$ cat config.mk
export PLATFORM = sky130hd
export DESIGN_NAME = smvm_ram
export DESIGN_NICKNAME = d
export VERILOG_FILES = /design/src/design/sparse_matrix_vector_multiply_assert.svh /design/src/design/smvm_ram.sv
export SDC_FILE = /design/constraint.sdc
export NUM_CORES = 2
export LEC_CHECK = 0
export BUFFER_PORTS_ARGS = -buffer_cell sky130_fd_sc_hd__buf_2
export CAP_MARGIN = 0
export CORE_ASPECT_RATIO = 2
export CORE_MARGIN = 2
export CORE_UTILIZATION = 60
export CTS_BUF_LIST = sky130_fd_sc_hd__clkbuf_16
export DETAILED_ROUTE_END_ITERATION = 8
export GPL_ROUTABILITY_DRIVEN = 0
export PLACE_DENSITY = 0.76
export SLEW_MARGIN = 20
export SYNTH_ARGS = -nofsm -noshare
export SYNTH_HDL_FRONTEND = slang
export SYNTH_SLANG_ARGS = --single-unit
$ cat constraint.sdc
create_clock -name clk -period 8.7 [get_ports clk]
set_input_delay 0.435 -clock clk [delete_from_list [all_inputs] [get_ports clk]]
set_output_delay 0.435 -clock clk [all_outputs]
set_load 0.05 [all_outputs]
$ cat src/design/sparse_matrix_vector_multiply_assert.svh
// Assertion helpers, clocked on clk and disabled while rst_n is low.
`ifndef SPARSE_MATRIX_VECTOR_MULTIPLY_ASSERT_SVH
`define SPARSE_MATRIX_VECTOR_MULTIPLY_ASSERT_SVH

// Same-cycle implication.
`define SMVM_ASSERT_NOW(lbl, ante, cons, msg) \
  lbl: assert property (@(posedge clk) disable iff (!rst_n) (ante) |-> (cons)) \
    else $error(msg);

// Next-cycle implication.
`define SMVM_ASSERT_NEXT(lbl, ante, cons, msg) \
  lbl: assert property (@(posedge clk) disable iff (!rst_n) (ante) |=> (cons)) \
    else $error(msg);

`endif

$ cat src/design/smvm_ram.sv
`default_nettype none

module smvm_ram #(
  parameter int unsigned WIDTH = 32,
  parameter int unsigned DEPTH = 64,
  localparam int unsigned AW = (DEPTH > 1) ? $clog2(DEPTH) : 1
) (
  input  wire logic             clk,
  input  wire logic             we,
  input  wire logic [AW-1:0]    waddr,
  input  wire logic [WIDTH-1:0] wdata,
  input  wire logic             re,
  input  wire logic [AW-1:0]    raddr,
  output logic      [WIDTH-1:0] rdata
);

  logic [WIDTH-1:0] mem [DEPTH];
  logic [WIDTH-1:0] rdata_r;

  always_ff @(posedge clk) begin
    if (we) begin
      mem[waddr] <= wdata;
    end
    if (re) begin
      rdata_r <= mem[raddr];
    end
  end

  assign rdata = rdata_r;

endmodule

`default_nettype wire

* Yosys cells after proc, flatten, opt, wreduce, memory -nomap -nowiden
Memory sizes are Yosys's and may differ from the RTL's. A register that Yosys moved wholly into a read port is not among the register bits.
Index checks and enable logic that the tools add are counted.
** Storage, ports and cells
- Register bits after elaboration :: 0
- Bits in latches :: 0
- Memory bits (writable) :: 2048
- Memory bits (read-only) :: 0
- Output and inout port bits :: 32
- Logic and storage cells :: 3
- Memories kept :: 1
** Cells by class
- $add $sub $neg :: 0
- $mul :: 0
- Div/mod/pow operators :: 0
- $lt $le $gt $ge :: 0
- Equal/unequal tests :: 0
- Shifts and indexed selects :: 0
- Multiplexer cells :: 2
- Bitwise logic cells :: 0
- Reduce and logical (&&, ||, !) cells :: 0
** Memory list
- mem :: words 64, width 32, rd ports 1, clocked after memory_dff 1, wr ports 1, line smvm_ram.sv:17 : logic [WIDTH-1:0] mem [DEPTH];
** Operator list (number)
- 1-bit two-way mux :: 2

* Longest topological paths before layout
- Word-level depth :: 2
- Depth in mapped cells :: 10
- Mapped depth without buffers :: 5

* Worst setup path before layout
OpenSTA, ideal clock, no wires.
- Path type :: input to register
- Start point :: input waddr[3]
- End point :: memory mem[48][0] (enable)
- Arrival :: 3134 ps
- Data required time :: 8239 ps
- Slack :: 5105 ps
- Stages :: 4
- Buffers on the path :: 1
- Cells stage by stage :: clkbuf_1 nor2b_1 nand4b_1 nor3_1
** RTL lines
- start: declaration :: line smvm_ram.sv:10 : input wire logic [AW-1:0] waddr,
- end: declaration :: line smvm_ram.sv:17
Straight into the memory's write port.

==> results.md <==
* Setup TNS at 0 ps
* LEAKAGE at roughly 27 nW
* P_int at ~0.015 W
* Nets at ~3500
* Setup violations, final at 0
* Worst path max stage delay at about 940 ps
* Max_cap viols at 0
* Vias at 37600
* Synth Warn # at 0
* CTS Buffer Depth at 3
* Psw at around 0.0042 W
* Startpoint types: input port
* Clk pwr share at 0.375
* Cell Chain, Critical Path: buf_8, buf_12, nand2b_1, o22ai_1, nor2_1, a21oi_1, nor2_1
* Largest family of logic cells by synthesized area: multiplexers
* List of most frequent post-synthesis cells: 2080 x edfxtp_1, 544 x mux4_2, 137 x nor2_1
* DR vias/cell at 7.04
* Area Growth Syn to Fin at 10.5%
* Yosys top cell area share at 0.792
* Placement Cell Area at 0.0819 mm²
* Synth Area in XOR/XNOR at 0
* Reg power frac at 0.569
* Root buf cell: clkbuf_16
* DR iter-0 viols at ~5500
* Crit path max-delay family: simple AND/OR/NAND/NOR gates
* Die ar. at between 0.1 and 0.15 mm²
* Fin crit period at ~3800 ps
* Rel. slew slack at 0.199
* Drt pass-1 iters at 6
* Hold-fix buffers, CTS at 0
* Post-Syn Area at roughly 0.079 mm²
* Initial antenna violation count at 8
* Design Area, Final at 0.0871 mm²
* Crit. End Element: flop
* Hold Crit Class: in -> reg
* Slew Viols, Final at 0
* Port Buffer Count at 78
* FP Rows at approximately 190
* Multiplexer share of the synthesized area at 0.167
* Combinational Power Share at 0.056
* Sw Share at 0.214
* CP startpoint: raddr[1]
* Worst VDD drop at 0.207 mV
* Post-synthesis async set-or-reset flop share at 0
* Total core area at 0.131 mm²
* Synth area leaders: edfxtp_1 79%, mux4_2 16%, mux2i_1 1.2%
* Most used cell, CP: nor2_1
* Post-Syn Instances at approximately 3300
* PostCTS Resize Cnt at 0
* Area of the multi-input gates at between 0.015 and 0.02 mm²
* First-pass GRT wire length at between 200000 and 300000 µm
* Hold Fails Final Rpt at 0
* RSZ-0062 raised after global routing: no
* Antenna Nets Post-Route at 0
* Simple-Gate Fraction of Synth Area at 0.0126
* Netlist cell types at 33
* Die height at 517 µm
* Total track usage at 0.317
* Skew final at around 28 ps
* WL per Instance at about 39 µm
* RR Startpoint: mem[31][30]
* Power Density at between 200 and 250 mW/mm²
* Worst-skew pair later-pin latency at ~790 ps
* Clock sink count at roughly 2100
* Tightest Pin Transition at about 1200 ps
* Post-Route WL at between 200000 and 250000 µm
* Sequential Area at between 0.06 and 0.07 mm²
* CP max FO at between 100 and 150
* WP data required at approximately 9300 ps
* Post-synthesis compound-gate area fraction at 0.0167
* Outcome: finished clean
* FILL cells at roughly 8000
* Top Ports at ~80
* Vias in the first global route at about 40000
* Average cell area after synthesis at roughly 24 µm²
* Post-detail-place hpwl at ~110000 µm
* Buf+Inv Stages, Crit Path at 2
* Critical path class: in -> reg
* CP max stage cell: nand2b_1
* TritonCTS clock tree: built
* Syn nets at roughly 3400
* Die W at about 260 µm
* Sequential area share after synthesis at 0.792
* H-Tree Depth at 4
* Yosys top cell by area: edfxtp_1
* Arrival @ worst endpoint at 4430 ps
* Min-delay src: re
* Drt drc at 0
* Post-CTS Setup Bufs at 0
* Final Cycle Share at 0.438
* Total gr overflow at 0
* EDFF count, synth at between 2000 and 2500
* CTS buffer count at roughly 160
* Largest net degree at the start of global routing at around 140
* Synth Register Bits at 2080
* Fmax at about 0.26 GHz
* Adder-cell share of the synthesized area at 0
* Dominant cell by count in the synthesized netlist: edfxtp_1
* Initial Utilization at 0.603
* Share of post-route cells with drive strength above 1 at 0.286
* Top_reg_cell synth: edfxtp_1
* Worst-path clk slew at about 70 ps
routing by layer:
metal,up-vias,share of wire,GRT usage
li1,14600,-,-
met1,19700,0.31,0.376
met2,2708,0.52,0.533
met4,4,0.083,0.220
met3,610,0.094,0.0513
met5,-,0.00012,0
flip-flops by register name, summed over array words and instances (netlist names):
register  count
mem        2048
rdata        32
placed cells by master (no fill, tap or decap), types with 3 or more instances in the layout:
master      netlist  routed
edfxtp_1       2080    2080
mux4_2          544     544
clkbuf_16         0     172
buf_4            25     109
mux2i_1          93      93
o22ai_1          84      84
nor2_1          137      72
a21oi_1          62      62
nor2_4            0      62
buf_2            57      62
clkinv_1          0      39
o221ai_1         27      27
clkinv_2          0      27
nand2_1          26      26
inv_1             0      23
nor2b_1          15      14
a22oi_1          12      12
clkinvlp_4        0      12
bufinv_16         0      11
buf_12            0       9
nand2b_1          8       8
a311oi_1          8       8
clkinv_4          0       7
diode_2           0       5
nand3b_1          5       5
nor3_1            7       5
nand3_1           5       5
and3_1            4       4
a41o_1            4       4
o32ai_1           4       4
inv_6             0       4
nor2_2            0       3
or3b_2            3       3
or3_1             3       3
buf_8             0       3
power by group through the flow:
stage,combinational (W),sequential [W],clock [W]
after CTS,0.00109,0.0112,0.00739
after global placement,0.00105,0.0114,0
after floorplan,0.000540,0.0114,0
final,0.00110,0.0111,0.00733
after detailed placement,0.00108,0.0114,0
after global routing,0.00114,0.0111,0.00769
stage by stage:
| stage | total power (W) | std cells | utilization | hold WS [ps] | worst slack, ps |
|---|---|---|---|---|---|
| 2_1_floorplan | 0.0119 | 3324 | - | 534 | 5110 |
| 3_3_place_gp | 0.0124 | 5034 | 0.626 | 914 | 4310 |
| 3_5_place_dp | 0.0125 | 5035 | 0.626 | 907 | 4300 |
| 4_1_cts | 0.0196 | 5331 | 0.666 | 73.6 | 5110 |
| 5_1_grt | 0.0200 | 5333 | 0.666 | 91.4 | 4910 |
| 6_report | 0.0196 | 5336 | 0.666 | 120 | 4890 |
area by class of cell:
class / instances / share of cell area
well taps: 1710 / 0.0246
multi-input cells: 1062 / 0.183
repair buffers: 183 / 0.0155
clock inverters: 124 / 0.0103
diodes: 5 / 0.000144
clock buffers: 172 / 0.0494
flip-flops and latches: 2080 / 0.717
path summary, 6_finish.rpt:
kind                to  slack, ps  cells after the start
max reg2reg  rdata[30]       6190                      4
min reg2reg   rdata[4]        970                      4
max          rdata[29]       4890                      7
min          rdata[26]        120                      1
cell families after synthesis:
logic type             count (synthesis)
multiplexers                         637
buffers and inverters                182
AO/OA/AOI/OAI                        202
flip-flops                          2080
AND/OR/NAND/NOR                      223
No activity file was read; power rests on OpenSTA's default activity.
