## config.mk

```make
export PLATFORM = sky130hd
export DESIGN_NAME = smvm_mac
export DESIGN_NICKNAME = d
export VERILOG_FILES = /design/src/design/sparse_matrix_vector_multiply_assert.svh /design/src/design/smvm_pkg.sv /design/src/design/smvm_mac.sv
export SDC_FILE = /design/constraint.sdc
export NUM_CORES = 1
export LEC_CHECK = 0
export BUFFER_PORTS_ARGS = -buffer_cell sky130_fd_sc_hd__buf_2
export CELL_PAD_IN_SITES_DETAIL_PLACEMENT = 1
export CELL_PAD_IN_SITES_GLOBAL_PLACEMENT = 2
export CORE_AREA = 2 2 208 210
export DETAILED_ROUTE_END_ITERATION = 10
export DIE_AREA = 0 0 210 212
export HOLD_SLACK_MARGIN = 0.08
export PLACE_DENSITY = 0.95
export SLEW_MARGIN = 15
export SYNTH_ARGS = -nofsm -noshare
export SYNTH_HDL_FRONTEND = slang
export SYNTH_SLANG_ARGS = --single-unit
```

## constraint.sdc

```tcl
create_clock -name clk -period 16.2 [get_ports clk]
set_input_delay 2.43 -clock clk [delete_from_list [all_inputs] [get_ports clk]]
set_output_delay 2.43 -clock clk [all_outputs]
set_load 0.05 [all_outputs]
```

## src/design/sparse_matrix_vector_multiply_assert.svh

```systemverilog
// Assertion helpers, clocked on clk and disabled while rst_n is low.
`ifndef SPARSE_MATRIX_VECTOR_MULTIPLY_ASSERT_SVH
`define SPARSE_MATRIX_VECTOR_MULTIPLY_ASSERT_SVH

// Same-cycle implication.
`define SMVM_ASSERT_NOW(lbl, ante, cons, msg) \
  lbl: assert property (@(posedge clk) disable iff (!rst_n) (ante) |-> (cons)) \
    else $error(msg);

// Next-cycle implication.
`define SMVM_ASSERT_NEXT(lbl, ante, cons, msg) \
  lbl: assert property (@(posedge clk) disable iff (!rst_n) (ante) |=> (cons)) \
    else $error(msg);

`endif

```

## src/design/smvm_pkg.sv

```systemverilog
`default_nettype none

package smvm_pkg;

  localparam int unsigned DATA_W  = 32;
  localparam int unsigned IDX_W   = 6;
  localparam int unsigned CNT_W   = 7;
  localparam int unsigned CMD_W   = 2;
  localparam int unsigned CFG_IDX_W = 1;

  typedef enum logic [CMD_W-1:0] {
    CMD_LOAD   = 2'd0,
    CMD_ENTRY  = 2'd1,
    CMD_FINISH = 2'd2
  } cmd_t;

  typedef enum logic [CFG_IDX_W-1:0] {
    CFG_ROW_COUNT    = 1'd0,
    CFG_COLUMN_COUNT = 1'd1
  } cfg_idx_t;

  typedef enum logic [2:0] {
    ST_IDLE,
    ST_MUL,
    ST_ADD,
    ST_EMIT_RD,
    ST_EMIT_LD
  } state_t;

  typedef struct packed {
    logic mul_en;
    logic acc_valid;
  } mac_ctl_t;

endpackage

`default_nettype wire

```

## src/design/smvm_mac.sv

```systemverilog
`default_nettype none

module smvm_mac import smvm_pkg::*; (
  input  wire logic              clk,
  input  wire mac_ctl_t          ctl,
  input  wire logic [DATA_W-1:0] mul_a,
  input  wire logic [DATA_W-1:0] mul_b,
  input  wire logic [DATA_W-1:0] acc_in,
  output logic      [DATA_W-1:0] sum
);

  logic [DATA_W-1:0] prod_r;

  // low word of the product only; the sum wraps
  always_ff @(posedge clk) begin
    if (ctl.mul_en) begin
      prod_r <= DATA_W'(mul_a * mul_b);
    end
  end

  assign sum = (ctl.acc_valid ? acc_in : '0) + prod_r;

endmodule

`default_nettype wire

```

=== After elaboration in Yosys (flattened, before gate mapping) ===
Cells that the tools add are included.

* $add $sub $neg: 1
* Mux-type cells: 1
* Bitwise logic cells: 0
* Divide/modulo/power cells: 0
* Equality and inequality tests: 0
* $lt $le $gt $ge: 0
* Reductions and logical operators: 0
* Multipliers: 1
* Shift operators: 0

{| class="wikitable"
|+ Operator list
! kind !! number
|-
| $add A32 B32 Y32 || 1
|-
| $mul A32 B32 Y32 || 1
|-
| $mux W32 || 1
|}

* Bits in read-only memories: 0
* Output and inout port bits: 32
* Memories kept: 0
* Word-level logic and storage cells: 4
* Memory bits (writable): 0
* Input bits: 99
* Flip-flop bits (word level): 32
* Bits in latches: 0

=== Logic depth before layout (Yosys ltp) ===
Gate-level depths: netlist of the first run.

* Depth in word-level cells: 2
* Gate-level depth with buffers: 27
* Depth with buffers taken out: 25

=== Worst setup path after synthesis of the first run ===
Ideal clock, no wire load.

* Path type: in2reg
* From: input port mul_b[2]
* To: register prod_r[31], data pin
* Stages on the path: 25
* Setup time: 0.260 ns
* Required time: 15.940 ns
* Path slack: 7.145 ns
* Data arrival time: 8.795 ns
* Path buffers: 2
* Cells stage by stage: clkbuf_1 clkbuf_1 and2_1 fa_1 inv_1 fa_1 fa_1 fa_1 inv_1 fa_1 inv_1 fa_1 inv_1 fa_1 fa_1 ha_1 a21o_1 a211oi_1 o21ai_1 o211ai_1 nand4b_1 a31o_2 a211oi_1 a21oi_1 xnor2_1

* Longest elaborated chain between the ends: 1

{| class="wikitable"
|+ RTL lines
! element !! RTL line !! source
|-
| start, declared || smvm_mac.sv:7 || <nowiki>input wire logic [DATA_W-1:0] mul_b,</nowiki>
|-
| $mul A32 B32 Y32 || smvm_mac.sv:17 || <nowiki>prod_r <= DATA_W'(mul_a * mul_b);</nowiki>
|-
| end signal, assigned || smvm_mac.sv:17 ||
|-
| end, declared || smvm_mac.sv:12 || <nowiki>logic [DATA_W-1:0] prod_r;</nowiki>
|}

Every way passes these cells.
A chain may end at the register's enable or synchronous reset.

=== Final worst setup path of the first run ===
* From: input port mul_a[9]
* To: register prod_r[31], data pin

* Longest elaborated chain between the ends: 1

{| class="wikitable"
|+ RTL lines
! element !! RTL line !! source
|-
| start, declared || smvm_mac.sv:6 || <nowiki>input wire logic [DATA_W-1:0] mul_a,</nowiki>
|-
| $mul A32 B32 Y32 || smvm_mac.sv:17 ||
|}

Every way passes these cells.

==> flow_summary.ini, run 1 <==
[run_status]
outcome = finished clean

[setup_path]
crit_slowest_cell = fa_1
critPathMaxStageDelay_ns = 0.53
arrival_ns = 9.36
path_delay_family = adder cells
crit_path_max_fanout = 23
crit_start = mul_a[9]
crit_required_ns = 16.20
endpoint_kind = register
timing.critical_path.buf_inv = 6
path_class = input port to register
cp_common_cell = fa_1
start_kind = input port

[global_route]
gr-usage-all-layers_pct = 24.2
globalRouteMet2Util_pct = 44.1
antenna_found_initial = 0
grt_busiest_layer = met2
grt_pass1_vias = 15774
grtUsageMet3_pct = 1.67
grt_max_degree = 33
met1_usage_pct = 31.3
grt_pass1_wl_mm = 83.7
overflow = 0

[yosys]
async_flop_share_pct = 0
syn_area_um2 = 18400
synth_top_area_share_pct = 44.5
synth-edff-count = 32
synth.distinct_cells = 57
ys_ff_latch = 32
syn_inst = 2026
synth_top_cell_by_area = fa_1
syn_avg_cell_area_um2 = 9.07
ys.warnings.count = 0
synth-main-ff-cell = edfxtp_1
synthTopCellsByArea = fa_1, ha_1, and2_1
ys_seq_area_share_pct = 5.23
synthesis.nets = 2688

[place]
gp_congestion = 0.885
place_hpwl_mm = 44.1
portBuffers = 130
place_area_um2 = 19300

[timing]
slew_headroom_pct = 44.7
min_period_ns = 9.36
layout_worst_path_cycle_share_pct = 57.8
max_freq_mhz = 107
worst_slew_pin_slew_ns = 0.830
rsz0062_at_grt = false
hold_ws_ns = 2.74
report.final.slew_viol_count = 0
tns_ns = 0
setup-violations-final = 0
finalHoldViolations = 0

[final_layout]
largestRegisters = prod_r x32
largest_register_ffs = 32
fin_nets = 2731
area_growth_pct = 6.14
layout-drive-gt1-share_pct = 7.39
fin_area_um2 = 19500
regMostFlops = prod_r
nFillCells = 4993
post-route-util_pct = 45.9
diodes = 0

[route]
dr.first_iter.drc_count = 518
via_per_inst = 5.14
vias = 13442
drcViolationCount = 0
routed_wl_mm = 51.6
firstDrtPassIters = 4
postRouteAntennaNets = 0
routedWlPerCell_um = 19.7

[clocking]
tritoncts = built
clk_path_buf_depth = 2
cts_resized = 0
cts_hold_buf = 0
clk_pin_slew_ns = 0.05
post-cts-setup-buffers = 0
clockRootBuffer = clkbuf_16
cts.sinks = 32
cts_buffers = 5
cts_max_level = 2

[floorplan]
die_area_um2 = 44500
start_util_pct = 43.2
die_height_um = 212
core_area_um2 = 42500
die_w_um = 210
pin_count = 131
row_count = 76

[job]
maxCapViolations = 0

[min_path]
worstHoldPathType = input port to register
hp-start = ctl[1]
## logic make-up after synthesis
logic type                 Yosys count  synth area share, %
adders and majority gates          563                 55.0
muxes                                1               0.0545
buffers and inverters              497                 10.3
xor gates and xnor gates           114                 5.43
and+or+nand+nor                    667                 18.4
AOI/OAI and AO/OA                  152                 5.59
DFF                                 32                 5.23
## Yosys cell counts (3+ instances only)
| cell | n |
|---|---|
| nand4_1 | 3 |
| a211oi_1 | 10 |
| nand2_1 | 283 |
| clkbuf_1 | 91 |
| and2_1 | 301 |
| and3_1 | 9 |
| inv_1 | 402 |
| edfxtp_1 | 32 |
| xnor2_1 | 87 |
| o211ai_1 | 5 |
| ha_1 | 154 |
| nand2b_1 | 6 |
| nor2b_1 | 5 |
| a21o_1 | 35 |
| o21ai_0 | 8 |
| nand3_1 | 9 |
| fa_1 | 409 |
| xor2_1 | 27 |
| o21bai_1 | 3 |
| o21ai_1 | 13 |
| o21a_1 | 7 |
| nor3_1 | 7 |
| a21oi_1 | 43 |
| nor2_1 | 33 |
## per-layer routing
layer	wire length, µm	part of all wire, %
met3	1490	2.9
met2	26200	51
met4	1330	2.6
met5	0	0
met1	22600	44
## area by class of cell
class | instances | area [µm²] | area share, %
multi-input cells | 1497 | 15500 | 79.6
inverters | 402 | 1510 | 7.73
flip-flops and latches | 32 | 961 | 4.93
well taps | 546 | 683 | 3.50
repair buffers | 131 | 658 | 3.37
clock buffers | 5 | 125 | 0.641
clock inverters | 3 | 37.5 | 0.192
## stage by stage
step | instances | setup WS [ns]
after floorplan | 2026 | 7.14
after detailed placement | 2608 | 6.53
after global routing | 2616 | 6.55
final | 2616 | 6.84
after global placement | 2608 | 6.77
after CTS | 2616 | 6.85
## final timing paths
kind,end,slack [ns],depth (start not counted)
setup / recovery,prod_r[31],6.84,25
hold / removal,prod_r[3],2.74,1
## placed cells by master (no fill, tap or decap), types with 3 or more instances in the layout
cell       count
xor2_1        27
nand4_1        3
a21oi_1       43
clkbuf_16      5
o21ai_0        8
and2_1       301
a211oi_1      10
nand2b_1       6
nand2_1      283
ha_1         154
buf_2        130
o211ai_1       5
inv_1        402
nor3_1         7
o21ai_1       13
nor2b_1        5
o21bai_1       3
xnor2_1       87
edfxtp_1      32
nand3_1        9
fa_1         409
a21o_1        35
o21a_1         7
nor2_1        33
and3_1         9
Power of run 1 is not shown: default switching activity piles up to over one toggle a cycle in this logic, so the estimate is an artifact.
==> run 2, diff against run 1 <==
CORE_AREA = 2 2 215 217   (was 2 2 208 210)
DIE_AREA = 0 0 217 219   (was 0 0 210 212)
clock period = 9.33 ns   (was 16.2 ns; I/O delays follow)
==> run 2 against run 1 <==
Compared with the run above:
- via count increased by 1.5%
- sequential share of layout area barely moved
- critical path depth decreased by 1
- sequential cell count stayed put
- first-iteration DRC count increased by 17%
- cell count up 2.3%
- utilization is 2.5 points lower
- final area is 0.40% higher
- worst setup slack lost 5.9 ns
- die area is 6.7% higher
- global-route usage is 0.77 points lower
==> flow_summary.ini, run 2 (synthesized netlist as in run 1, its figures left out) <==
[run_status]
outcome = finished clean

[route]
firstDrtPassIters = 4
dr.first_iter.drc_count = 604
drcViolationCount = 0
routed_wl_mm = 53.6
via_per_inst = 5.10
routedWlPerCell_um = 20.0
vias = 13641
postRouteAntennaNets = 0

[global_route]
grt_pass1_vias = 16242
grtUsageMet3_pct = 1.98
met1_usage_pct = 29.4
antenna_found_initial = 2
gr-usage-all-layers_pct = 23.5
grt_busiest_layer = met2
overflow = 0
grt_pass1_wl_mm = 86.7
globalRouteMet2Util_pct = 42.4
grt_max_degree = 33

[timing]
min_period_ns = 8.35
tns_ns = 0
timing.final.ws_setup_ns = 0.979
max_freq_mhz = 120
setup-violations-final = 0
layout_worst_path_cycle_share_pct = 89.5
report.final.slew_viol_count = 0
worst_slew_pin_slew_ns = 0.800
finalHoldViolations = 0
rsz0062_at_grt = false
slew_headroom_pct = 46.6

[final_layout]
area_growth_pct = 6.56
seqCellArea_um2 = 961
multi_input_area_um2 = 15500
regMostFlops = prod_r
fin_nets = 2736
largest_register_ffs = 32
nFillCells = 5336
largestRegisters = prod_r x32
mostFrequentLayoutCell = fa_1
post-route-util_pct = 43.4
fin_area_um2 = 19600
layout-drive-gt1-share_pct = 7.57
final_cell_mix = fa_1, inv_1, and2_1

[place]
place_ws_ns = 0.715
place_hpwl_mm = 45.9
portBuffers = 130
place_area_um2 = 19500
gp_congestion = 0.881

[setup_path]
start_kind = input port
crit_path_max_fanout = 22
endpoint_kind = register
crit_required_ns = 9.33
path_class = input port to register
arrival_ns = 8.35

[clocking]
cts_max_level = 2
cts_resized = 0
clk_pin_slew_ns = 0.05
cts_buffers = 5
cts_hold_buf = 0
clockRootBuffer = clkbuf_16
post-cts-setup-buffers = 0
clk_path_buf_depth = 2
tritoncts = built
cts.sinks = 32

[job]
maxCapViolations = 0

[min_path]
hp-start = ctl[1]
worstHoldPathType = input port to register
worst_hold_path.num_cells = 1
whs_endpoint = prod_r[2]

[floorplan]
die_area_um2 = 47500
row_count = 78
die_height_um = 219
core_area_um2 = 45100
start_util_pct = 40.8
die_w_um = 217
pin_count = 131
-- run 2: worst max-delay path by stage --
stage / end / depth (start not counted) / startpoint / slack (ns)
global placement: prod_r[31] / 25 / mul_a[9] / 0.93
floorplan: prod_r[31] / 25 / mul_b[2] / 1.31
CTS: prod_r[31] / 24 / mul_a[10] / 1.01
finish: prod_r[31] / 24 / mul_a[10] / 0.98
global route: prod_r[31] / 24 / mul_b[3] / 0.59
detailed placement: prod_r[31] / 24 / mul_a[10] / 0.72
-- run 2: through the flow --
stage                     std cells  hold WS (ns)
after detailed placement       2667          2.01
after CTS                      2674          1.72
after global placement         2667          2.00
after floorplan                2026          1.51
final                          2675          1.71
after global routing           2675          1.76
-- run 2: layout make-up --
cell class / count / area share (%)
clock buffers: 5 / 0.639
inverters: 402 / 7.70
flip-flops and latches: 32 / 4.91
diodes: 1 / 0.0128
well taps: 600 / 3.83
clock inverters: 2 / 0.0383
repair buffers: 136 / 3.55
multi-input cells: 1497 / 79.3
-- run 2: critical path, cell delays in order --
cell      delay [ns]
buf_2           0.45
and2_1          0.23
fa_1            0.44
fa_1            0.43
fa_1            0.55
inv_1           0.06
fa_1            0.52
inv_1           0.07
fa_1            0.50
inv_1           0.05
fa_1            0.53
inv_1           0.05
fa_1            0.50
fa_1            0.43
ha_1            0.39
a21o_1          0.21
a211oi_1        0.25
o21ai_1         0.10
o211ai_1        0.09
nand4b_1        0.16
a31o_2          0.29
a211oi_1        0.33
a21oi_1         0.14
xnor2_1         0.15
-- run 2: routing by layer --
layer | share of wire, % | routed length [µm]
met5 | 0 | 0
met4 | 3.6 | 1910
met3 | 4.2 | 2230
met2 | 50 | 27000
met1 | 42 | 22400
Power of run 2 is left out for the same reason.
